### config.mk
export PLATFORM = sky130hd
export DESIGN_NAME = per_client_in_order_ack_receiver
export DESIGN_NICKNAME = d
export VERILOG_FILES = /design/src/sv/pcoar_pkg.sv /design/src/sv/per_client_in_order_ack_receiver.sv
export VERILOG_INCLUDE_DIRS = /design/src /design/src/sv
export SDC_FILE = /design/constraint.sdc
export NUM_CORES = 2
export LEC_CHECK = 0
export ABC_CLOCK_PERIOD_IN_PS = 9300
export BUFFER_PORTS_ARGS = -buffer_cell sky130_fd_sc_hd__buf_2
export CAP_MARGIN = 20
export CORE_UTILIZATION = 33
export DETAILED_ROUTE_END_ITERATION = 12
export PLACE_DENSITY_LB_ADDON = 0.2
export SLEW_MARGIN = 20
export SYNTH_ARGS = -nofsm -noshare
export SYNTH_HDL_FRONTEND = slang
export SYNTH_SLANG_ARGS = --single-unit
### constraint.sdc
create_clock -name clk -period 9.3 [get_ports clk]
set_input_delay 2.325 -clock clk [delete_from_list [all_inputs] [get_ports clk]]
set_output_delay 2.325 -clock clk [all_outputs]
set_load 0.005 [all_outputs]
### src/sv/per_client_in_order_ack_receiver_defines.svh
// Assertion macros shared by the receiver RTL.
`ifndef PER_CLIENT_IN_ORDER_ACK_RECEIVER_DEFINES_SVH
`define PER_CLIENT_IN_ORDER_ACK_RECEIVER_DEFINES_SVH

// Same-cycle implication, disabled while reset is high.
`define PCOAR_ASSERT_IMP(label, clk, rst, ante, cons, msg) \
  label: assert property (@(posedge clk) disable iff (rst) (ante) |-> (cons)) \
    else $error(msg);

// Next-cycle implication, disabled while reset is high.
`define PCOAR_ASSERT_NXT(label, clk, rst, ante, cons, msg) \
  label: assert property (@(posedge clk) disable iff (rst) (ante) |=> (cons)) \
    else $error(msg);

`endif

### src/sv/pcoar_pkg.sv
// Types and constants of the per-client in-order ACK receiver.
`default_nettype none

package pcoar_pkg;

  // Width and reset value of the client limit register
  localparam int unsigned LIMIT_W = 6;
  localparam logic [LIMIT_W-1:0] LIMIT_RESET = 6'd20;

  // Field widths
  localparam int unsigned ADDR_W    = 32;
  localparam int unsigned PORT_W    = 16;
  localparam int unsigned SEQ_W     = 32;
  localparam int unsigned OUTCOME_W = 2;
  localparam int unsigned ENTRY_W   = 5;

  // Result codes
  typedef enum logic [OUTCOME_W-1:0] {
    OUT_ACCEPTED     = 2'd0,
    OUT_OUT_OF_ORDER = 2'd1,
    OUT_TABLE_FULL   = 2'd2
  } outcome_t;

  // Sequencer states
  typedef enum logic [2:0] {
    S_IDLE  = 3'b001,
    S_MATCH = 3'b010,
    S_WRITE = 3'b100
  } state_t;

endpackage

`default_nettype wire

### src/sv/per_client_in_order_ack_receiver.sv
// Go-Back-N receiver top level: sender table, expected-sequence memory, ACK result.
`default_nettype none

// A packet header passes through a match state and a write state. In the match state
// the sender key is compared against every filled table entry in parallel and that
// entry's expected sequence is read into a register from the sequence memory. In the
// write state, once the result side is free, the sequence is checked, the memory is
// written back, the result register is loaded and the next header can be taken; a
// stalled result holds the block in its write state. Table entries need no clearing
// after reset: only entries below the fill count are matched. client_limit is written
// through cfg_valid/cfg_data and is always ready; write it only while the block is idle.

`include "per_client_in_order_ack_receiver_defines.svh"

module per_client_in_order_ack_receiver
  import pcoar_pkg::*;
#(
  parameter int unsigned MAX_ENTRIES = 32
) (
  input  wire logic                 clk,
  input  wire logic                 rst,
  // configuration write
  input  wire logic                 cfg_valid,
  output logic                      cfg_ready,
  input  wire logic [LIMIT_W-1:0]   cfg_data,
  // packet header in
  input  wire logic                 in_valid,
  output logic                      in_stall,
  input  wire logic [ADDR_W-1:0]    source_address,
  input  wire logic [PORT_W-1:0]    source_port,
  input  wire logic [SEQ_W-1:0]     sequence_number,
  // result out
  output logic                      out_valid,
  input  wire logic                 out_stall,
  output logic                      send_ack,
  output logic [SEQ_W-1:0]          ack_number,
  output logic [OUTCOME_W-1:0]      outcome,
  output logic [ENTRY_W-1:0]        entry_index,
  output logic                      is_new_client
);

  localparam int unsigned IW = (MAX_ENTRIES > 1) ? $clog2(MAX_ENTRIES) : 1;
  localparam int unsigned UW = $clog2(MAX_ENTRIES + 1);
  localparam int unsigned CW = (UW > LIMIT_W) ? UW : LIMIT_W;
  localparam logic [CW-1:0] MAX_CW = CW'(MAX_ENTRIES);
  localparam logic [UW-1:0] MAX_UW = UW'(MAX_ENTRIES);

  state_t state, state_next;

  logic [LIMIT_W-1:0] client_limit;
  logic [UW-1:0]      used;

  // sender keys, one comparator per entry
  logic [ADDR_W-1:0] key_addr [MAX_ENTRIES];
  logic [PORT_W-1:0] key_port [MAX_ENTRIES];

  // expected sequence per entry
  logic [SEQ_W-1:0]  seq_mem  [MAX_ENTRIES];
  logic [SEQ_W-1:0]  seq_rd;

  // held header word
  logic [ADDR_W-1:0] hdr_addr;
  logic [PORT_W-1:0] hdr_port;
  logic [SEQ_W-1:0]  hdr_seq;

  // match results carried into the write cycle
  logic          m_hit;
  logic [IW-1:0] m_idx;

  logic [MAX_ENTRIES-1:0] hit_vec;
  logic                   hit_any;
  logic [IW-1:0]          hit_idx;

  logic                   in_accept;
  logic                   fire;
  logic [CW-1:0]          limit_cw;
  logic [CW-1:0]          lim_eff;
  logic                   full;
  logic                   create;
  logic [IW-1:0]          idx_w;
  logic [SEQ_W-1:0]       expected;
  logic                   in_order;
  logic [IW+ENTRY_W-1:0]  idx_ext;

  assign cfg_ready = 1'b1;

  // handshakes
  assign fire      = (state == S_WRITE) && (!out_valid || !out_stall);
  assign in_stall  = !((state == S_IDLE) || fire);
  assign in_accept = in_valid && !in_stall;

  // parallel key compare over the filled entries
  always_comb begin
    hit_idx = '0;
    for (int i = 0; i < MAX_ENTRIES; i++) begin
      hit_vec[i] = (UW'(i) < used) && (key_addr[i] == hdr_addr) &&
                   (key_port[i] == hdr_port);
      if (hit_vec[i]) begin
        hit_idx = hit_idx | IW'(i);
      end
    end
    hit_any = |hit_vec;
  end

  // table full, new entry and sequence check
  always_comb begin
    limit_cw = CW'(client_limit);
    lim_eff  = (limit_cw > MAX_CW) ? MAX_CW : limit_cw;
    full     = !m_hit && (CW'(used) >= lim_eff);
    create   = !m_hit && !full;
    idx_w    = m_hit ? m_idx : used[IW-1:0];
    expected = create ? '0 : seq_rd;
    in_order = !full && (expected == hdr_seq);
    idx_ext  = {{ENTRY_W{1'b0}}, idx_w};
  end

  // sequencer
  always_comb begin
    case (state)
      S_IDLE:  state_next = in_accept ? S_MATCH : S_IDLE;
      S_MATCH: state_next = S_WRITE;
      S_WRITE: state_next = fire ? (in_accept ? S_MATCH : S_IDLE) : S_WRITE;
      default: state_next = S_IDLE;
    endcase
  end

  always_ff @(posedge clk) begin
    if (rst) begin
      state <= S_IDLE;
    end else begin
      state <= state_next;
    end
  end

  // configuration register
  always_ff @(posedge clk) begin
    if (rst) begin
      client_limit <= LIMIT_RESET;
    end else if (cfg_valid && cfg_ready) begin
      client_limit <= cfg_data;
    end
  end

  // header capture
  always_ff @(posedge clk) begin
    if (in_accept) begin
      hdr_addr <= source_address;
      hdr_port <= source_port;
      hdr_seq  <= sequence_number;
    end
  end

  // match registers
  always_ff @(posedge clk) begin
    if (state == S_MATCH) begin
      m_hit <= hit_any;
      m_idx <= hit_idx;
    end
  end

  // sequence memory: read in the match cycle, written back in the write cycle
  always_ff @(posedge clk) begin
    if (state == S_MATCH) begin
      seq_rd <= seq_mem[hit_idx];
    end
    if (fire && (create || in_order)) begin
      seq_mem[idx_w] <= in_order ? hdr_seq + 1'b1 : '0;
    end
  end

  // new sender keys
  always_ff @(posedge clk) begin
    if (fire && create) begin
      key_addr[idx_w] <= hdr_addr;
      key_port[idx_w] <= hdr_port;
    end
  end

  // fill count
  always_ff @(posedge clk) begin
    if (rst) begin
      used <= '0;
    end else if (fire && create) begin
      used <= used + 1'b1;
    end
  end

  // result register
  always_ff @(posedge clk) begin
    if (rst) begin
      out_valid <= 1'b0;
    end else if (fire) begin
      out_valid <= 1'b1;
    end else if (!out_stall) begin
      out_valid <= 1'b0;
    end
  end

  always_ff @(posedge clk) begin
    if (fire) begin
      send_ack      <= in_order;
      ack_number    <= in_order ? hdr_seq : '0;
      is_new_client <= create;
      entry_index   <= full ? '0 : idx_ext[ENTRY_W-1:0];
      if (full) begin
        outcome <= OUT_TABLE_FULL;
      end else if (in_order) begin
        outcome <= OUT_ACCEPTED;
      end else begin
        outcome <= OUT_OUT_OF_ORDER;
      end
    end
  end

  // checks
  `PCOAR_ASSERT_IMP(a_used_bound, clk, rst, 1'b1, used <= MAX_UW,
    "fill count beyond table size")
  `PCOAR_ASSERT_IMP(a_unique_key, clk, rst, state == S_MATCH, $onehot0(hit_vec),
    "sender key matches more than one entry")
  `PCOAR_ASSERT_IMP(a_full_result, clk, rst, out_valid && (outcome == OUT_TABLE_FULL),
    !send_ack && !is_new_client && (entry_index == '0), "table full result not cleared")
  `PCOAR_ASSERT_IMP(a_ack_outcome, clk, rst, out_valid && send_ack,
    outcome == OUT_ACCEPTED, "ACK raised on a dropped packet")
  `PCOAR_ASSERT_NXT(a_create_count, clk, rst, fire && create,
    used == $past(used) + 1'b1, "new entry did not advance fill count")

endmodule

`default_nettype wire
==> flow_metrics.tcl <==
set metrics [dict create \
    ys_warn_count 0 \
    cp.arrival_ps 7630 \
    antenna_found_initial 26 \
    hold_violations 0 \
    wl_per_cell_um 30.4 \
    cts_buffers 294 \
    critPathLaunch "used[0]" \
    yosys.area.top_type "edfxtp_1" \
    clockRootBuffer "clkbuf_16" \
    final.min_clock_period_ps 7120 \
    coreArea_mm2 0.356 \
    synth_edf_count 2719 \
    hp-class "reg -> reg" \
    insertion_delay_ps 900 \
    final_util_pct 38.0 \
    path_class "reg -> reg" \
    r2r_cells 17 \
    power_leakage_uw 0.0461 \
    portBuffers 133 \
    dp_hpwl_um 246000 \
    yosys_most_used_dff "edfxtp_1" \
    grt.total_usage_pct 21.1 \
    fin_area_mm2 0.136 \
    timing.rr.end "seq_mem[27][16]" \
    grt_pass1_vias 68400 \
    ctsResizeCount 0 \
    cap_violations 0 \
    end_kind "flip-flop" \
    reg2reg_slack_ps 2180 \
    syn_to_final_growth_pct 14.4 \
    p_per_area_mw_per_mm2 198 \
    setup_viol 0 \
    syn_nets 7592 \
    worst_slew_pin_slew_ps 1300 \
    io_pins 135 \
    routed_wl_um 391000 \
    syn-mean-instance-area_um2 15.8 \
    drive_gt1_share_pct 14.6 \
    drtAntennaViolNets 0 \
    synthTopCellsByArea "edfxtp_1 (69%), xnor2_1 (5.9%), xor2_1 (5.5%)" \
    nets 7982 \
    crit_fanout 24 \
    cts_num_sinks 2735 \
    final_common_cell "edfxtp_1" \
    dr.first_iter.drc_count 8310 \
    synthArstFlopShare_pct 0 \
    rows 219 \
    cts_tree "done" \
    netlist_instances 7492 \
    vias 69900 \
    max_slew_margin_pct 11.1 \
    avgViaCountPerCell 5.44 \
    slew_viol_final 0 \
    post-cts-setup-buffer-count 0 \
    first_pass_iters 6 \
    grt_max_degree 103 \
    drc_errors 0 \
    ys_types 83 \
    r2r-start "used[0]" \
    synth_top_area_share_pct 68.9 \
    final_cell_mix "edfxtp_1 (2719), xnor2_1 (792), xor2_1 (744), mux2i_1 (523), nand4_1 (448)" \
    place_area_mm2 0.126 \
    hp-start "client_limit[1]" \
    start_util_pct 33.2 \
    fp.dieArea_mm2 0.361 \
    dpl.cell_count 12300 \
    ys_ff_latch 2735 \
    outcome "finished clean" \
    ctsHoldBuffers 0 \
    finalCritPeriodShare_pct 76.6 \
    grt_overflow_total 0 \
    htreeDepth 5 \
    cp.required_ps 9800 \
    fin_cells 12900 \
    fmax_ghz 0.140 \
    die_w_um 601 \
    die_h_um 601 \
    place_congestion 0.924 \
    whs_ps 512 \
    skew_ps 64.7 \
    ys_seq_area_share_pct 69.2 \
    worstSetupEndpoint "seq_mem[27][16]" \
    startpoint_type "flip-flop" \
    clock_path_buffers 4 \
    netlist_area_mm2 0.118 \
    rsz0062_at_grt "no" \
    tns_ps 0 \
    grt_pass1_wl_um 543000 \
    peakVddDrop_mv 0.154 \
    path_clk_slew_ps 60 \
]
## power breakdown
group	switching [µW]	total [µW]	internal (µW)
clock network	4920	11600	6680
logic	1140	1590	447
registers	78.8	13600	13600
total	6140	26800	20700
## cells in the mapped netlist, types with 10 or more instances
library cell / n
a2111oi_0: 11
buf_4: 120
a21o_1: 10
and2_1: 25
mux2_2: 163
nor4b_1: 23
nor2_1: 179
or4_1: 54
nand4_1: 448
nand2_1: 117
a211oi_1: 14
clkbuf_1: 65
inv_1: 57
o21ai_0: 31
and4_1: 18
nor2b_1: 53
or3_1: 19
dfxtp_1: 16
o22ai_1: 81
o2111ai_1: 46
nor3_1: 104
buf_2: 87
edfxtp_1: 2719
and3_1: 15
buf_6: 81
mux2i_1: 525
nand4b_1: 73
nor4_1: 402
nand2b_1: 79
a21oi_1: 45
nand3_1: 88
xnor2_1: 792
a2111o_1: 31
xor2_1: 744
## sequential cells by signal (all words and copies together) (netlist names), 2 cells and up
| signal | cells |
|---|---|
| key_port | 512 |
| outcome | 2 |
| ack_number | 32 |
| client_limit | 6 |
| entry_index | 5 |
| hdr_port | 16 |
| hdr_addr | 32 |
| seq_mem | 1024 |
| state | 3 |
| m_idx | 5 |
| used | 6 |
| hdr_seq | 32 |
| key_addr | 1024 |
| seq_rd | 32 |
## cell families after synthesis
kind of cell / synth area share [%]
and+or+nand+nor: 8.98
muxes: 6.01
adders and majority gates: 0.0950
other: 0.00316
DFF: 69.2
AOI/OAI and AO/OA: 2.06
xor gates and xnor gates: 11.4
buffers and inverters: 2.33
## per-layer routing
layer	part of all wire [%]	global-route usage [%]
met5	0.010	0
met4	2.9	6.02
met3	7.2	3.33
met2	44	31.9
met1	46	31.1
## critical path, cell delays in order (launching register included)
cell and delay (ps):
dfxtp_1 470, inv_1 200, ha_1 320, nand2b_1 140
a21o_1 180, a21o_1 170, a21o_1 170, a21o_1 210
a211o_1 720, inv_1 520, o21ai_0 330, a222oi_1 740
nand3b_1 180, inv_1 400, a2bb2oi_1 330, buf_4 290
nor3_2 770, buf_4 530
## stage by stage
stage	power, µW	setup WS [ps]
2_1_floorplan	14700	1400
3_3_place_gp	15500	1030
3_5_place_dp	15500	2330
4_1_cts	27000	2290
5_1_grt	27500	2170
6_report	26800	2180
## layout make-up
class | instances | area [µm²]
Tap cell | 4751 | 5940
Clock buffer | 366 | 7920
Fill cell | 32900 | 221000
Multi-Input combinational cell | 4335 | 34400
Clock inverter | 146 | 1360
Antenna cell | 13 | 32.5
Timing Repair Buffer | 456 | 3710
Sequential cell | 2735 | 82000
Inverter | 60 | 233
## how the worst min path moves through the flow
stage | end | slack (ps) | cells past startpoint
floorplan | client_limit[0] | 450 | 2
global placement | client_limit[0] | 480 | 2
detailed placement | client_limit[0] | 480 | 2
CTS | client_limit[0] | 510 | 2
global route | client_limit[1] | 540 | 2
finish | client_limit[1] | 510 | 2
Note: power is estimated with default switching activity, not from simulation.
